<file path="src/rtl/core/drm_pkg.sv">
`timescale 1ns / 1ps
// ----------------------------------------------------------------------------
// drm_pkg
// Shared constants and controller/datapath interface types for the
// duplicate read marker.
// ----------------------------------------------------------------------------
package drm_pkg;

    localparam int MAX_REPS         = 16;
    localparam int WORDS_PER_RECORD = 8;
    localparam int STORE_DEPTH      = MAX_REPS * WORDS_PER_RECORD;

    localparam int REP_W   = (MAX_REPS > 1) ? $clog2(MAX_REPS) : 1;
    localparam int CNT_W   = $clog2(MAX_REPS + 1);
    localparam int ADDR_W  = (STORE_DEPTH > 1) ? $clog2(STORE_DEPTH) : 1;
    localparam int WIDX_W  = 3;
    localparam int BMAP_W  = 64;
    localparam int TID_W   = 32;
    localparam int START_W = 31;
    localparam int ID_W    = 32;
    localparam int TOTAL_W = 32;

    localparam int S_TDATA_W = 296;
    localparam int M_TDATA_W = 72;

    typedef struct packed {
        logic capture;
        logic prep;
        logic scan;
        logic write;
        logic finish;
    } drm_cmd_t;

    typedef struct packed {
        logic skip;
        logic is_last;
        logic scan_done;
        logic out_free;
    } drm_status_t;

endpackage

</file>
<file path="src/rtl/core/drm_ctrl.sv">
`timescale 1ns / 1ps
// ----------------------------------------------------------------------------
// drm_ctrl
// Sequencer: capture a word, check the bin key, scan the stored
// representatives, store the word and issue the record result.
// ----------------------------------------------------------------------------
module drm_ctrl (
    input  logic                 aclk,
    input  logic                 aresetn,
    input  logic                 s_tvalid,
    output logic                 s_tready,
    input  drm_pkg::drm_status_t status,
    output drm_pkg::drm_cmd_t    cmd
);

    localparam logic [1:0] ST_IDLE = 2'd0;
    localparam logic [1:0] ST_PREP = 2'd1;
    localparam logic [1:0] ST_SCAN = 2'd2;
    localparam logic [1:0] ST_FIN  = 2'd3;

    logic [1:0] state_reg;
    logic [1:0] state_next;

    always_ff @(posedge aclk) begin
        if (!aresetn) begin
            state_reg <= ST_IDLE;
        end else begin
            state_reg <= state_next;
        end
    end

    always_comb begin
        state_next = state_reg;
        cmd        = '0;
        s_tready   = 1'b0;
        case (state_reg)
            ST_IDLE: begin
                s_tready    = 1'b1;
                cmd.capture = s_tvalid;
                if (s_tvalid) begin
                    state_next = ST_PREP;
                end
            end
            ST_PREP: begin
                if (status.skip) begin
                    state_next = ST_IDLE;
                end else begin
                    cmd.prep   = 1'b1;
                    state_next = ST_SCAN;
                end
            end
            ST_SCAN: begin
                cmd.scan = 1'b1;
                if (status.scan_done) begin
                    cmd.write  = 1'b1;
                    state_next = status.is_last ? ST_FIN : ST_IDLE;
                end
            end
            ST_FIN: begin
                if (status.out_free) begin
                    cmd.finish = 1'b1;
                    state_next = ST_IDLE;
                end
            end
            default: begin
                state_next = ST_IDLE;
            end
        endcase
    end

endmodule

</file>
<file path="config.mk">
export PLATFORM = sky130hd
export DESIGN_NAME = drm_ctrl
export DESIGN_NICKNAME = d
export VERILOG_FILES = /design/src/rtl/core/drm_pkg.sv /design/src/rtl/core/drm_ctrl.sv
export SDC_FILE = /design/constraint.sdc
export NUM_CORES = 1
export LEC_CHECK = 0
export ABC_AREA = 1
export BUFFER_PORTS_ARGS = -buffer_cell sky130_fd_sc_hd__clkbuf_2
export CORE_AREA = 2 2 39 41
export DETAILED_ROUTE_END_ITERATION = 12
export DIE_AREA = 0 0 41 43
export GPL_TIMING_DRIVEN = 0
export PLACE_DENSITY = 0.43
export SETUP_SLACK_MARGIN = 0.1
export SLEW_MARGIN = 20
export SYNTH_ARGS = -nofsm -noshare
export SYNTH_HDL_FRONTEND = slang
export SYNTH_SLANG_ARGS = --single-unit
</file>
<file path="constraint.sdc">
create_clock -name aclk -period 2.2 [get_ports aclk]
set_clock_uncertainty 0.05 [all_clocks]
set_input_delay 0.33 -clock aclk [delete_from_list [all_inputs] [get_ports aclk]]
set_output_delay 0.33 -clock aclk [all_outputs]
set_load 0.005 [all_outputs]
</file>
## Yosys cells after proc, flatten, opt, wreduce, memory -nomap -nowiden

Cells that the tools add are included.

- Eq/ne operators: 6
- Mux-type cells: 14
- Reduce and logical (&&, ||, !) cells: 2

Operators with widths:

| operator | number |
|---|---|
| $mux 2 | 6 |
| $pmux 2 s4 | 1 |
| $mux 1 | 7 |
| $ne 2x2->1 const B | 3 |
| $eq 2x2->1 const B | 2 |
| $reduce_and 3->1 | 1 |
| $eq 2x1->1 const B | 1 |
| $logic_not 2->1 | 1 |

- Flip-flop bits (word level): 2
- Output and inout bits: 6

## Logic depth before layout (Yosys ltp)

- Depth in word-level cells: 3
- Gate-level depth with buffers: 6

## Least setup slack after synthesis

Ideal clock, no wire load.

- Path kind: reg2out
- From: reg state_reg[1]
- To: out cmd[4] (netlist bit)
- Arrival: 0.663 ns
- Required time: 1.820 ns
- Slack: 1.157 ns
- Stages on the path, launching flop included: 4
- Path buffers: 0
- Path through: dfxtp_1 nor2_2 inv_1 nor2_1

RTL lines:

| item | line | RTL |
|---|---|---|
| start: declaration | drm_ctrl.sv:21 | `logic [1:0] state_reg;` |
| start signal: assignment | drm_ctrl.sv:28 | `state_reg <= state_next;` |
| end: declaration | drm_ctrl.sv:13 | `output drm_pkg::drm_cmd_t cmd` |

==> impl.org <==
** Logic synthesis
- The portion of synthesized area spent on multiplexers is 0%.
- Post-Synthesis Cell Area :: 161 um^2
- After technology mapping, the gate count stands at 29.
- After synthesis, the mean cell area works out to 5.57 um^2.
- Ranked by total cell area, the synthesized netlist is headed by sky130_fd_sc_hd__dfxtp_1 (25%), sky130_fd_sc_hd__nor2_1 (14%), sky130_fd_sc_hd__inv_1 (12%), sky130_fd_sc_hd__nand2_1 (12%), sky130_fd_sc_hd__nand3_1 (9.3%).
- Count of state elements after synthesis :: 2
- Sequential elements use 24.8% of the synthesized area.
- Of the post-synthesis cell area, the dominant cell type holds 24.8%.
- Distinct cell type count after synthesis :: 10
- Of the total synthesized cell area, the portion taken by AND, OR, NAND and NOR gates is 58.9%.
- By area, the combinational part of the netlist is dominated by simple AND/OR/NAND/NOR gates.
- The largest total area in the synthesized netlist belongs to sky130_fd_sc_hd__dfxtp_1.
- Summing the areas of all compound-gate instances in the mapped netlist gives 0% of the synthesized area.
- Post-Synthesis Net Count :: 36
- Summing the areas of all fa, ha and maj instances in the mapped netlist gives 0% of the synthesized area.
- For this run, the number of Yosys warnings is 0.
- Of the total synthesized cell area, the portion taken by XOR and XNOR cells is 0%.

** STA
- Number of failing hold endpoints at the final stage :: 0
- Adding up every negative setup slack in the final design gives 0 ns.
- For the pin with the worst max-slew slack, the measured transition is 0.196 ns.
- Unrepaired setup endpoints after global routing :: false
- The number of pins exceeding their max-slew limit in the final report came to 0.
- The worst path uses 62.7% of the clock period.
- Timing would allow up to 725 MHz.
- Slew Limit Headroom :: 86.9%
- Clock period minus final worst setup slack :: 1.38 ns
- Hold is met by 0.297 ns.
- Setup violations remaining at the end of the flow were counted as 0.

** Power
- In this run switching power makes up 34.7% of total power.
- Across the VDD grid, the largest voltage drop is 0.141 mV.
- The share of total power dissipated in sequential elements is 25.4%.
- P per Cell Area :: 802 nW/um^2
- Internal Pwr Total :: 138 uW
- Leakage power of the design :: 0.000165 uW
- Comb power frac :: 36.6%
- Final Power :: 212 uW
- The analysis attributes to net switching a power of 73.4 uW.
- Clock power frac :: 38.0%

** Critical path
- Largest stage delay on the critical path :: 0.41 ns
- Start point of the critical path :: state_reg[0]
- STA classifies the critical path startpoint as a flip-flop.
- The worst setup path is captured at an output pin.
- Reg-to-reg startpoint :: state_reg[0]
- In this run the worst path has a maximum fanout of 5.
- Required time reported for the critical path endpoint :: 1.82 ns
- The slowest stage of the critical path is the sky130_fd_sc_hd__dfxtp_1 cell.
- Crit path buf inv count :: 2
- Traced cell by cell, the critical path runs through inv_2 > nor3_1 > clkbuf_2.
- Data on the critical path arrives at its endpoint at 1.00 ns.
- Grouping stages by cell kind, the critical path spends the most delay in flip-flops.
- The critical path is of the flip-flop to output pin type.

** Global route
- The first global-routing pass estimated 558 um of wire.
- Largest net degree at the start of global routing :: 6
- Vias in the first global route :: 178
- For this run, the total global-route usage over all layers was measured as 5.51%.
- The number of antenna violations at the first check in global routing came to 0.
- Global routing finished with a remaining overflow of 0.

** CTS
- Source-to-sink clock delay at the later pin of the worst-skew pair :: 0.22 ns
- Buffers inserted to repair hold after CTS numbered 0.
- Resize count post-CTS :: 0
- Clock Root Buffer :: sky130_fd_sc_hd__clkbuf_4
- Total clock sinks :: 2
- # Post-CTS Setup Buffers :: 0
- TritonCTS clock tree :: built
- Clock-pin slew of the registers on the worst-case setup and hold paths :: 0.03 ns
- TritonCTS created 3 clock buffers.
- Clk buf depth :: 2
- CTS built an H-tree with a depth of 1.

** Hold path
- Type of the tightest min-delay check :: primary input to flip-flop
- Start point of the worst hold path :: aresetn

** Layout
- From synthesis to final layout, the design area changed by 63.6%.
- The layout has 168 filler cells.
- Antenna Cells :: 0
- Fraction of layout cells with a size suffix above 1 :: 47.7%
- Post-layout nets :: 53
- Number of flip-flops under the largest register name :: 2

** Run
- The tool flagged a number of max-cap violations equal to 0.

** Die
- The initial utilization of the core area, before any placement, comes to 11.7%.
- Top-Level Pins :: 13
- Die Span Y :: 43 um
- Count of standard-cell rows :: 14
- Core area :: 1380 um^2
- From left edge to right edge, the die measures 41 um.
- The die covers 1760 um^2.

** Detailed routing
- Summed over all layers, the routed wires come to 379 um.
- The detailed router put a total of 140 um of wire on met1.
- The detailed router placed 208 vias in this run.
- Post-DR vias/cell :: 3.47
- In this run the remaining antenna-violating nets after routing total 0.
- Summed over all nets, wire length on met3 after detailed routing comes to 46 um.
- Routed signal wires occupy layers up through met3.
- DR iter-0 viols :: 2
- Detailed routing placed a total of 192 um of wire on met2.
- Number of detailed-routing iterations run before antenna repair :: 2
- WL per Instance :: 6.32 um
- # DRC :: 0

** Placement
- IO buf count :: 12
- At the end of routability-driven placement, the weighted congestion stood at 0.564.

** Run status
- Run status :: completed
==> power by group through the flow <==
stage / Clock, uW / Sequential (uW) / Combinational (uW)
finish: 80.4 / 53.8 / 77.4
floorplan: 0 / 53.6 / 51.9
global placement: 0 / 54.9 / 80.1
CTS: 84.8 / 54.0 / 79.9
global route: 86.7 / 55.7 / 90.5
detailed placement: 0 / 54.6 / 79.8
==> synthesized netlist by cell type (all sizes together) <==
master,count
dfxtp,2
inv,7
nand2,6
nand3,4
nor2,8
nor3,2
==> cell families after synthesis <==
group,count (synthesis)
buffers and inverters,7
DFF,2
and+or+nand+nor,20
==> stage by stage <==
stage	util (%)	instance area [um^2]	std cells	setup WS, ns
6_report	19.1	264	60	0.821
5_1_grt	19.1	264	60	0.719
4_1_cts	19.1	264	60	0.799
3_5_place_dp	17.5	241	57	1.04
3_3_place_gp	17.5	241	57	1.03
2_1_floorplan	-	161	29	1.16
==> metal layers <==
layer,track usage [%],up-vias
met5,0,-
met4,8.00,0
met1,4.15,83
li1,-,118
met2,7.50,7
met3,3.14,0
==> layout by cell type, fill, tap and decap left out <==
cell	count
sky130_fd_sc_hd__dfxtp_1	2
sky130_fd_sc_hd__clkbuf_2	12
sky130_fd_sc_hd__clkbuf_4	3
sky130_fd_sc_hd__inv_2	2
sky130_fd_sc_hd__nor2_1	6
sky130_fd_sc_hd__nand2_1	5
sky130_fd_sc_hd__nand3_2	1
sky130_fd_sc_hd__nor3_1	2
sky130_fd_sc_hd__nand2_2	1
sky130_fd_sc_hd__nand3_1	3
sky130_fd_sc_hd__inv_1	5
sky130_fd_sc_hd__nor2_2	2
==> path summary, 6_finish.rpt <==
path / cells past startpoint / end / slack [ns]
setup / recovery: 3 / cmd[0] / 0.82
hold / removal: 3 / state_reg[1] / 0.30
setup reg to reg: 5 / state_reg[1] / 1.25
hold reg to reg: 3 / state_reg[0] / 0.60
==> tightest hold or removal path, delay by kind of cell <==
| kind | cells | cell delay [ns] |
|---|---|---|
| buffers and inverters | 1 | 0.09 |
| and+or+nand+nor | 2 | 0.10 |
==> layout make-up <==
class,count,area [um^2],share of cell area [%]
inverter,7,26.3,9.95
timing repair buffer,12,60.1,22.7
sequential,2,40.0,15.2
tap,16,20.0,7.58
multi-input combinational,20,95.1,36.0
clock buffer,3,22.5,8.53
No activity file was read; power rests on OpenSTA's default activity.
